[config.mk]
export PLATFORM = sky130hd
export DESIGN_NAME = pulse_wave_channel
export DESIGN_NICKNAME = d
export VERILOG_FILES = /design/src/design/pwc_pkg.sv /design/src/design/pulse_wave_channel.sv /design/src/design/pwc_state.sv
export VERILOG_INCLUDE_DIRS = /design/src /design/src/design
export SDC_FILE = /design/constraint.sdc
export NUM_CORES = 1
export LEC_CHECK = 0
export BUFFER_PORTS_ARGS = -buffer_cell sky130_fd_sc_hd__buf_2
export CAP_MARGIN = 20
export CORE_ASPECT_RATIO = 1.1
export CORE_MARGIN = 2
export CORE_UTILIZATION = 43
export DETAILED_ROUTE_END_ITERATION = 7
export GPL_ROUTABILITY_DRIVEN = 0
export HOLD_SLACK_MARGIN = 0.12
export MAX_ROUTING_LAYER = met4
export PLACE_DENSITY = 0.7
export SLEW_MARGIN = 20
export SYNTH_ARGS = -nofsm -noshare
export SYNTH_HDL_FRONTEND = slang
export SYNTH_HIERARCHICAL = 1
export SYNTH_SLANG_ARGS = --single-unit
[constraint.sdc]
create_clock -name clk_i -period 7.6 [get_ports clk_i]
set_input_delay 1.14 -clock clk_i [delete_from_list [all_inputs] [get_ports clk_i]]
set_output_delay 1.14 -clock clk_i [all_outputs]
set_load 0.01 [all_outputs]
[src/design/pulse_wave_channel_assert.svh]
// Assertion macros shared by the pulse wave channel modules.
`ifndef PULSE_WAVE_CHANNEL_ASSERT_SVH
`define PULSE_WAVE_CHANNEL_ASSERT_SVH

`ifndef SYNTHESIS
`define PWC_ASSERT(label, prop) \
  label: assert property (@(posedge clk_i) disable iff (!rst_ni) prop) \
    else $error("pulse wave channel check failed");
`define PWC_ASSERT_ALWAYS(label, prop) \
  label: assert property (@(posedge clk_i) prop) \
    else $error("pulse wave channel check failed");
`else
`define PWC_ASSERT(label, prop)
`define PWC_ASSERT_ALWAYS(label, prop)
`endif

`endif

[src/design/pwc_pkg.sv]
// Shared types, codes and tables for the pulse wave channel.
package pwc_pkg;

  typedef enum logic [1:0] {
    CmdTimer   = 2'd0,
    CmdQuarter = 2'd1,
    CmdHalf    = 2'd2,
    CmdWrite   = 2'd3
  } cmd_e;

  localparam logic [2:0] RegDuty     = 3'd0;
  localparam logic [2:0] RegSweep    = 3'd1;
  localparam logic [2:0] RegPeriodLo = 3'd2;
  localparam logic [2:0] RegPeriodHi = 3'd3;
  localparam logic [2:0] RegEnable   = 3'd4;

  localparam logic [4:0] SweepIdle = 5'h1F;

  localparam logic [7:0] DutyTable [4] = '{8'h80, 8'hC0, 8'hF0, 8'h3F};

  localparam logic [7:0] LengthTable [32] = '{
    8'h0A, 8'hFE, 8'h14, 8'h02, 8'h28, 8'h04, 8'h50, 8'h06,
    8'hA0, 8'h08, 8'h3C, 8'h0A, 8'h0E, 8'h0C, 8'h1A, 8'h0E,
    8'h0C, 8'h10, 8'h18, 8'h12, 8'h30, 8'h14, 8'h60, 8'h16,
    8'hC0, 8'h18, 8'h48, 8'h1A, 8'h10, 8'h1C, 8'h20, 8'h1E
  };

  typedef struct packed {
    cmd_e       cmd;
    logic [2:0] reg_sel;
    logic [7:0] data;
    logic       late_length_write;
  } item_t;

  typedef struct packed {
    logic [3:0] sample;
    logic       length_active;
  } result_t;

endpackage

[src/design/pulse_wave_channel.sv]
// Pulse wave channel top level: input register, state update, result register.
//
//   channel | handshake            | beat contents
//   --------+----------------------+-------------------------------------------
//   in      | in_valid_i/in_ready_o| cmd_i, reg_sel_i, data_i, late_length_write_i
//   out     | out_valid_o/out_ready_i | sample_o, length_active_o
//
// One beat per cycle sustained unless out_ready_i stalls the result register.
// Latency is set by the input register and the result register around the state update.
// Reset clears all channel state and both valid flags.
// A stalled result register holds one beat; the input register takes one more behind it.
`include "pulse_wave_channel_assert.svh"

module pulse_wave_channel (
  input  logic       clk_i,
  input  logic       rst_ni,
  input  logic       in_valid_i,
  output logic       in_ready_o,
  input  logic [1:0] cmd_i,
  input  logic [2:0] reg_sel_i,
  input  logic [7:0] data_i,
  input  logic       late_length_write_i,
  output logic       out_valid_o,
  input  logic       out_ready_i,
  output logic [3:0] sample_o,
  output logic       length_active_o
);
  import pwc_pkg::*;

  logic    in_valid_q, in_valid_d;
  item_t   item_q;
  logic    out_valid_q, out_valid_d;
  result_t result_q;
  result_t result_next;
  logic    advance;
  logic    take_in;

  assign advance    = in_valid_q && (!out_valid_q || out_ready_i);
  assign in_ready_o = !in_valid_q || advance;
  assign take_in    = in_valid_i && in_ready_o;

  assign in_valid_d  = take_in ? 1'b1 : (advance ? 1'b0 : in_valid_q);
  assign out_valid_d = advance ? 1'b1 : (out_ready_i ? 1'b0 : out_valid_q);

  pwc_state u_state (
    .clk_i    (clk_i),
    .rst_ni   (rst_ni),
    .step_i   (advance),
    .item_i   (item_q),
    .result_o (result_next)
  );

  always_ff @(posedge clk_i or negedge rst_ni) begin
    if (!rst_ni) begin
      in_valid_q  <= 1'b0;
      out_valid_q <= 1'b0;
    end else begin
      in_valid_q  <= in_valid_d;
      out_valid_q <= out_valid_d;
    end
  end

  always_ff @(posedge clk_i) begin
    if (take_in) begin
      item_q.cmd               <= cmd_e'(cmd_i);
      item_q.reg_sel           <= reg_sel_i;
      item_q.data              <= data_i;
      item_q.late_length_write <= late_length_write_i;
    end
    if (advance) begin
      result_q <= result_next;
    end
  end

  assign out_valid_o     = out_valid_q;
  assign sample_o        = result_q.sample;
  assign length_active_o = result_q.length_active;

  `PWC_ASSERT(a_advance_fills_out, advance |=> out_valid_q)
  `PWC_ASSERT(a_no_overrun, (take_in && in_valid_q) |-> (!out_valid_q || out_ready_i))
  `PWC_ASSERT_ALWAYS(a_reset_empty, !rst_ni |=> (!in_valid_q && !out_valid_q))

endmodule

[src/design/pwc_state.sv]
// Channel state registers and the single-pass update for one beat.
`include "pulse_wave_channel_assert.svh"

module pwc_state (
  input  logic             clk_i,
  input  logic             rst_ni,
  input  logic             step_i,
  input  pwc_pkg::item_t   item_i,
  output pwc_pkg::result_t result_o
);
  import pwc_pkg::*;

  logic [1:0]  duty_mode_q, duty_mode_d;
  logic        halt_flag_q, halt_flag_d;
  logic        const_volume_q, const_volume_d;
  logic [3:0]  volume_period_q, volume_period_d;
  logic        sweep_on_q, sweep_on_d;
  logic [2:0]  sweep_period_q, sweep_period_d;
  logic        sweep_down_q, sweep_down_d;
  logic [2:0]  sweep_shift_q, sweep_shift_d;
  logic [10:0] tone_period_q, tone_period_d;
  logic [11:0] period_count_q, period_count_d;
  logic [2:0]  seq_step_q, seq_step_d;
  logic        length_enable_q, length_enable_d;
  logic [7:0]  length_count_q, length_count_d;
  logic        env_start_q, env_start_d;
  logic [4:0]  env_divider_q, env_divider_d;
  logic [3:0]  decay_level_q, decay_level_d;
  logic [4:0]  sweep_count_q, sweep_count_d;
  logic        sweep_reload_q, sweep_reload_d;
  logic        skip_load_q, skip_load_d;
  logic [3:0]  sample_hold_q, sample_hold_d;

  logic [11:0] sweep_target;
  logic [10:0] sweep_change;
  logic        freq_valid;
  logic [3:0]  env_level;

  // frequency check and level follow the registers they derive from
  assign sweep_change = tone_period_q >> sweep_shift_q;
  assign sweep_target = {1'b0, tone_period_q} + {1'b0, sweep_change} +
                        ((sweep_shift_q == 3'd0) ? 12'd0 : 12'd0);
  assign freq_valid   = (tone_period_q >= 11'd8) && (sweep_down_q || !sweep_target[11]);
  assign env_level    = const_volume_q ? volume_period_q : decay_level_q;

  always_comb begin
    duty_mode_d     = duty_mode_q;
    halt_flag_d     = halt_flag_q;
    const_volume_d  = const_volume_q;
    volume_period_d = volume_period_q;
    sweep_on_d      = sweep_on_q;
    sweep_period_d  = sweep_period_q;
    sweep_down_d    = sweep_down_q;
    sweep_shift_d   = sweep_shift_q;
    tone_period_d   = tone_period_q;
    period_count_d  = period_count_q;
    seq_step_d      = seq_step_q;
    length_enable_d = length_enable_q;
    length_count_d  = length_count_q;
    env_start_d     = env_start_q;
    env_divider_d   = env_divider_q;
    decay_level_d   = decay_level_q;
    sweep_count_d   = sweep_count_q;
    sweep_reload_d  = sweep_reload_q;
    skip_load_d     = skip_load_q;
    sample_hold_d   = sample_hold_q;
    if (step_i) begin
      case (item_i.cmd)
        CmdTimer: begin
          if (period_count_q <= 12'd1) begin
            period_count_d = {1'b0, tone_period_q} + 12'd1;
            seq_step_d     = seq_step_q + 3'd1;
            if ((length_count_q != 8'd0) && freq_valid) begin
              sample_hold_d = DutyTable[duty_mode_q][seq_step_d] ? env_level : 4'd0;
            end else begin
              sample_hold_d = 4'd0;
            end
          end else begin
            period_count_d = period_count_q - 12'd1;
          end
        end
        CmdQuarter: begin
          if (env_start_q) begin
            env_start_d   = 1'b0;
            decay_level_d = 4'd15;
            env_divider_d = {1'b0, volume_period_q} + 5'd1;
          end else if (env_divider_q != 5'd0) begin
            env_divider_d = env_divider_q - 5'd1;
          end else begin
            env_divider_d = {1'b0, volume_period_q} + 5'd1;
            if (decay_level_q != 4'd0) begin
              decay_level_d = decay_level_q - 4'd1;
            end else if (halt_flag_q) begin
              decay_level_d = 4'd15;
            end
          end
        end
        CmdHalf: begin
          if ((length_count_q != 8'd0) && !halt_flag_q) begin
            length_count_d = length_count_q - 8'd1;
            if (item_i.late_length_write) begin
              skip_load_d = 1'b1;
            end
          end
          if (sweep_count_q == 5'd1) begin
            sweep_count_d = {2'b00, sweep_period_q} + 5'd1;
            if (sweep_on_q && (sweep_shift_q != 3'd0) && freq_valid) begin
              if (sweep_down_q) begin
                tone_period_d = tone_period_q - sweep_change;
              end else begin
                tone_period_d = tone_period_q + sweep_change;
              end
            end
          end else begin
            if ((sweep_count_q >= 5'd2) && (sweep_count_q < 5'd16)) begin
              sweep_count_d = sweep_count_q - 5'd1;
            end else begin
              sweep_count_d = SweepIdle;
            end
            if (sweep_reload_q) begin
              sweep_count_d  = {2'b00, sweep_period_q} + 5'd1;
              sweep_reload_d = 1'b0;
            end
          end
        end
        CmdWrite: begin
          case (item_i.reg_sel)
            RegDuty: begin
              duty_mode_d     = item_i.data[7:6];
              halt_flag_d     = item_i.data[5];
              const_volume_d  = item_i.data[4];
              volume_period_d = item_i.data[3:0];
            end
            RegSweep: begin
              sweep_on_d     = item_i.data[7];
              sweep_period_d = item_i.data[6:4];
              sweep_down_d   = item_i.data[3];
              sweep_shift_d  = item_i.data[2:0];
              sweep_reload_d = 1'b1;
            end
            RegPeriodLo: begin
              tone_period_d = {tone_period_q[10:8], item_i.data};
            end
            RegPeriodHi: begin
              tone_period_d = {item_i.data[2:0], tone_period_q[7:0]};
              if (length_enable_q && !skip_load_q) begin
                length_count_d = LengthTable[item_i.data[7:3]];
              end
              skip_load_d = 1'b0;
              seq_step_d  = 3'd0;
              env_start_d = 1'b1;
            end
            RegEnable: begin
              length_enable_d = item_i.data[1];
              if (!item_i.data[1]) begin
                length_count_d = 8'd0;
              end
            end
            default: begin
            end
          endcase
        end
        default: begin
        end
      endcase
    end
  end

  always_ff @(posedge clk_i or negedge rst_ni) begin
    if (!rst_ni) begin
      duty_mode_q     <= '0;
      halt_flag_q     <= 1'b0;
      const_volume_q  <= 1'b0;
      volume_period_q <= '0;
      sweep_on_q      <= 1'b0;
      sweep_period_q  <= '0;
      sweep_down_q    <= 1'b0;
      sweep_shift_q   <= '0;
      tone_period_q   <= '0;
      period_count_q  <= '0;
      seq_step_q      <= '0;
      length_enable_q <= 1'b0;
      length_count_q  <= '0;
      env_start_q     <= 1'b0;
      env_divider_q   <= '0;
      decay_level_q   <= '0;
      sweep_count_q   <= '0;
      sweep_reload_q  <= 1'b0;
      skip_load_q     <= 1'b0;
      sample_hold_q   <= '0;
    end else begin
      duty_mode_q     <= duty_mode_d;
      halt_flag_q     <= halt_flag_d;
      const_volume_q  <= const_volume_d;
      volume_period_q <= volume_period_d;
      sweep_on_q      <= sweep_on_d;
      sweep_period_q  <= sweep_period_d;
      sweep_down_q    <= sweep_down_d;
      sweep_shift_q   <= sweep_shift_d;
      tone_period_q   <= tone_period_d;
      period_count_q  <= period_count_d;
      seq_step_q      <= seq_step_d;
      length_enable_q <= length_enable_d;
      length_count_q  <= length_count_d;
      env_start_q     <= env_start_d;
      env_divider_q   <= env_divider_d;
      decay_level_q   <= decay_level_d;
      sweep_count_q   <= sweep_count_d;
      sweep_reload_q  <= sweep_reload_d;
      skip_load_q     <= skip_load_d;
      sample_hold_q   <= sample_hold_d;
    end
  end

  assign result_o.sample        = sample_hold_d;
  assign result_o.length_active = (length_count_d != 8'd0);

  `PWC_ASSERT(a_length_off_empty, !length_enable_q |-> (length_count_q == 8'd0))
  `PWC_ASSERT(a_sweep_count_range, (sweep_count_q <= 5'd8) || (sweep_count_q == SweepIdle))
  `PWC_ASSERT(a_env_divider_range, env_divider_q <= 5'd16)

endmodule
==> run_results.csv <==
group,metric,value,unit
route,route.vias.total,5372,
sta,fmax,0.224,GHz
die,die_y,132,um
die,start_util,0.440,
run_status,run_status,"finished clean",
route,first_pass_iters,5,
critical_path,crit_path_frequent_cell,"o21ai_0",
clock_network,root_buffer,"clkbuf_16",
critical_path,slowest_stage,"dfrtp_1",
critical_path,worst-path-stages,15,
global_route,grt_max_degree,75,
power_and_ir_drop,ir_drop,217,uV
clock_network,clkTransAtPathRegs,70,ps
critical_path,end_kind,"flop",
route,wl_per_cell,16.4,um
run,maxCapViolations,0,
die,die_x,120,um
yosys,synth_edf_count,19,
clock_network,cts-hold-fix-buffers,0,
power_and_ir_drop,leakagePower,2.92,nW
die,dieArea,0.0158,sq mm
hold_path,hold_class,"flop to flop",
sta,setup_ws,3140,ps
yosys,yosys-top-cells-count,"74 x dfrtp_1, 67 x o21ai_0, 66 x nor2_1",
sta,hold_violations,0,
finish,area_growth,8.72,%
sta,setup_viol_count_final,0,
sta,slew_headroom,0.370,
yosys,yosysTopAreaCell,"dfrtp_1",
placement,portBuffers,24,
sta,period_share,0.587,
critical_path,cp.arrival,4690,ps
route,first_iter_violations,367,
sta,clock-skew-final,10.4,ps
route,drc_errors,0,
sta,slew_viol_final,0,
yosys,synth.distinct_cells,70,
critical_path,max_stage_delay,710,ps
global_route,grt_pass1_vias,5236,
global_route,grt_pass1_wl,25200,um
finish,fill_cells,1355,
placement,place_area,0.00661,sq mm
route,wl,14900,um
global_route,antenna_found_initial,0,
die,ios,25,
clock_network,cts_resized,0,
finish,drive_gt1_frac,0.120,
finish,nNetsFinal,774,
critical_path,crit_family,"compound AO/OA/AOI/OAI gates",
finish,final_cells,910,
sta,worst_slew_pin_slew,945,ps
yosys,syn_avg_cell_area,9.00,sq um
critical_path,crit_fanout,16,
critical_path,crit_chain,"mux2_2 > nor2_1 > a21oi_1 > o21ai_0 > ha_1 > o21ai_0 > ha_1 > nor2b_1 > o21ai_0 > a21oi_1 > o31a_1 > o21a_1 > or3_1 > a32o_1 > mux2_2",
route,vias_per_cell,5.90,
route,met2WireLength,7240,um
yosys,synth_top_flop_cell,"dfrtp_1",
yosys,synth.net_count,767,
clock_network,cts_setup_buffers,0,
clock_network,cts_made_buffers,9,
route,routed-wl-met3,618,um
yosys,synthesis.area,0.00635,sq mm
yosys,post-synth-top-count-cell,"dfrtp_1",
clock_network,clockBufferDepth,2,
yosys,synth_warnings,6,
placement,post-dp-hpwl,10800,um
finish,antenna_cells,0,
route,routed.top_layer,"met4",
yosys,syn_inst,706,
critical_path,required,7830,ps
yosys,async_reset_ff_frac,0.796,
route,drtAntennaViolNets,0,
power_and_ir_drop,power_density,364,mW/mm^2
yosys,ys_seq_area_frac,0.381,
placement,dp_cells,894,
finish,fin_area,0.00691,sq mm
hold_path,whs_path_depth,2,
sta,min_period,4460,ps
clock_network,cts_tree,"done",
die,coreArea,0.0144,sq mm
yosys,synth-seq-cells,93,
sta,rsz0062_at_grt,"false",
yosys,yosysTopAreaCellShare,0.291,
critical_path,path_class,"flop to flop",
placement,place_ws,3180,ps
yosys,synthTopCellsByArea,"dfrtp_1 29%, edfxtp_1 9.0%, ha_1 8.3%, o21ai_0 5.3%, mux2_2 4.3%",
sta,fin_tns_setup,0,ps
critical_path,cp_num_buf_inv,0,
critical_path,startpoint_type,"flop",
global_route,grt_usage,0.198,
route,m1WireLength,6650,um
clock_network,clkSinkCount,93,
clock_network,clk_latency,340,ps
die,rows,46,
clock_network,htree_levels,3,
critical_path,r2r_cells,15,
global_route,grt-ovfl-total,0,
## cell families (layout without fill, tap and decap cells)
family | after synthesis | after routing | share of synthesized area
adder cells (fa/ha/maj) | 43 | 43 | 0.0858
flip-flops | 93 | 93 | 0.381
AND/OR/NAND/NOR | 236 | 236 | 0.190
AO/OA/AOI/OAI | 198 | 198 | 0.192
XOR/XNOR | 27 | 27 | 0.0372
buffers and inverters | 65 | 77 | 0.0396
multiplexers | 44 | 44 | 0.0740
## power by group
part / internal (mW) / switching, mW / total [mW]
Clock: 0.247 / 0.206 / 0.453
Combinational: 0.573 / 0.656 / 1.23
Sequential: 0.629 / 0.202 / 0.831
Total: 1.45 / 1.06 / 2.51
## area by class of cell
type | count | area (sq um) | share of cell area
Multi-Input combinational cell | 548 | 3680 | 0.533
Clock buffer | 10 | 250 | 0.0362
Timing Repair Buffer | 26 | 135 | 0.0196
Clock inverter | 6 | 48.8 | 0.00706
Inverter | 35 | 131 | 0.0190
Sequential cell | 93 | 2420 | 0.351
Tap cell | 192 | 240 | 0.0348
## worst reg2reg max path, stage by stage, from the launching register on
cell     delay [ps]
dfrtp_1         710
mux2_2          420
nor2_1           90
a21oi_1          50
o21ai_0         420
ha_1            310
o21ai_0         310
ha_1            290
nor2b_1         120
o21ai_0         200
a21oi_1         160
o31a_1          280
o21a_1          180
or3_1           310
a32o_1          260
mux2_2          260
## path summary, 6_finish.rpt
kind / start / slack [ps] / end
max: u_state/sweep_shift_q[2] / 3140 / u_state/tone_period_q[7]
min: u_state/sweep_on_q / 480 / u_state/sweep_on_q
min in group asynchronous: rst_ni / 1000 / in_valid_q
min reg2reg: u_state/sweep_on_q / 480 / u_state/sweep_on_q
max reg2reg: u_state/sweep_shift_q[2] / 3140 / u_state/tone_period_q[7]
max in group asynchronous: rst_ni / 5960 / u_state/period_count_q[11]
## cell usage in the layout (no fill, tap or decap), types with 8 or more instances in the layout
| master | n |
|---|---|
| a21oi_1 | 50 |
| a31oi_1 | 11 |
| and3_1 | 9 |
| buf_2 | 24 |
| clkbuf_16 | 10 |
| dfrtp_1 | 74 |
| edfxtp_1 | 19 |
| ha_1 | 42 |
| inv_1 | 35 |
| mux2_2 | 24 |
| mux2i_1 | 20 |
| nand2_1 | 56 |
| nand3_1 | 17 |
| nor2_1 | 66 |
| nor3_1 | 17 |
| o21ai_0 | 67 |
| or3_1 | 8 |
| xnor2_1 | 19 |
| xor2_1 | 8 |
## layer usage
metal  up-vias  global-route usage
li1       2578                   -
met1      2608               0.254
met2       154               0.316
met3        32              0.0226
met4         0              0.0850
met5         -                   -
## state kept, by name, indices dropped and copies added, names as in the netlist, 2 cells and up
register                 flops
item_q                      14
sample_o                     4
u_state/decay_level_q        4
u_state/duty_mode_q          2
u_state/env_divider_q        5
u_state/length_count_q       8
u_state/period_count_q      12
u_state/sample_hold_q        4
u_state/seq_step_q           3
u_state/sweep_count_q        5
u_state/sweep_period_q       3
u_state/sweep_shift_q        3
u_state/tone_period_q       11
u_state/volume_period_q      4
## through the flow
| stage | util | power, mW | hold slack [ps] |
|---|---|---|---|
| floorplan | - | 1.78 | 450 |
| global placement | 0.458 | 1.98 | 467 |
| detailed placement | 0.458 | 2.05 | 474 |
| CTS | 0.478 | 2.51 | 489 |
| global route | 0.478 | 2.73 | 521 |
| finish | 0.478 | 2.51 | 483 |
Power figures use the tool's default switching activity.
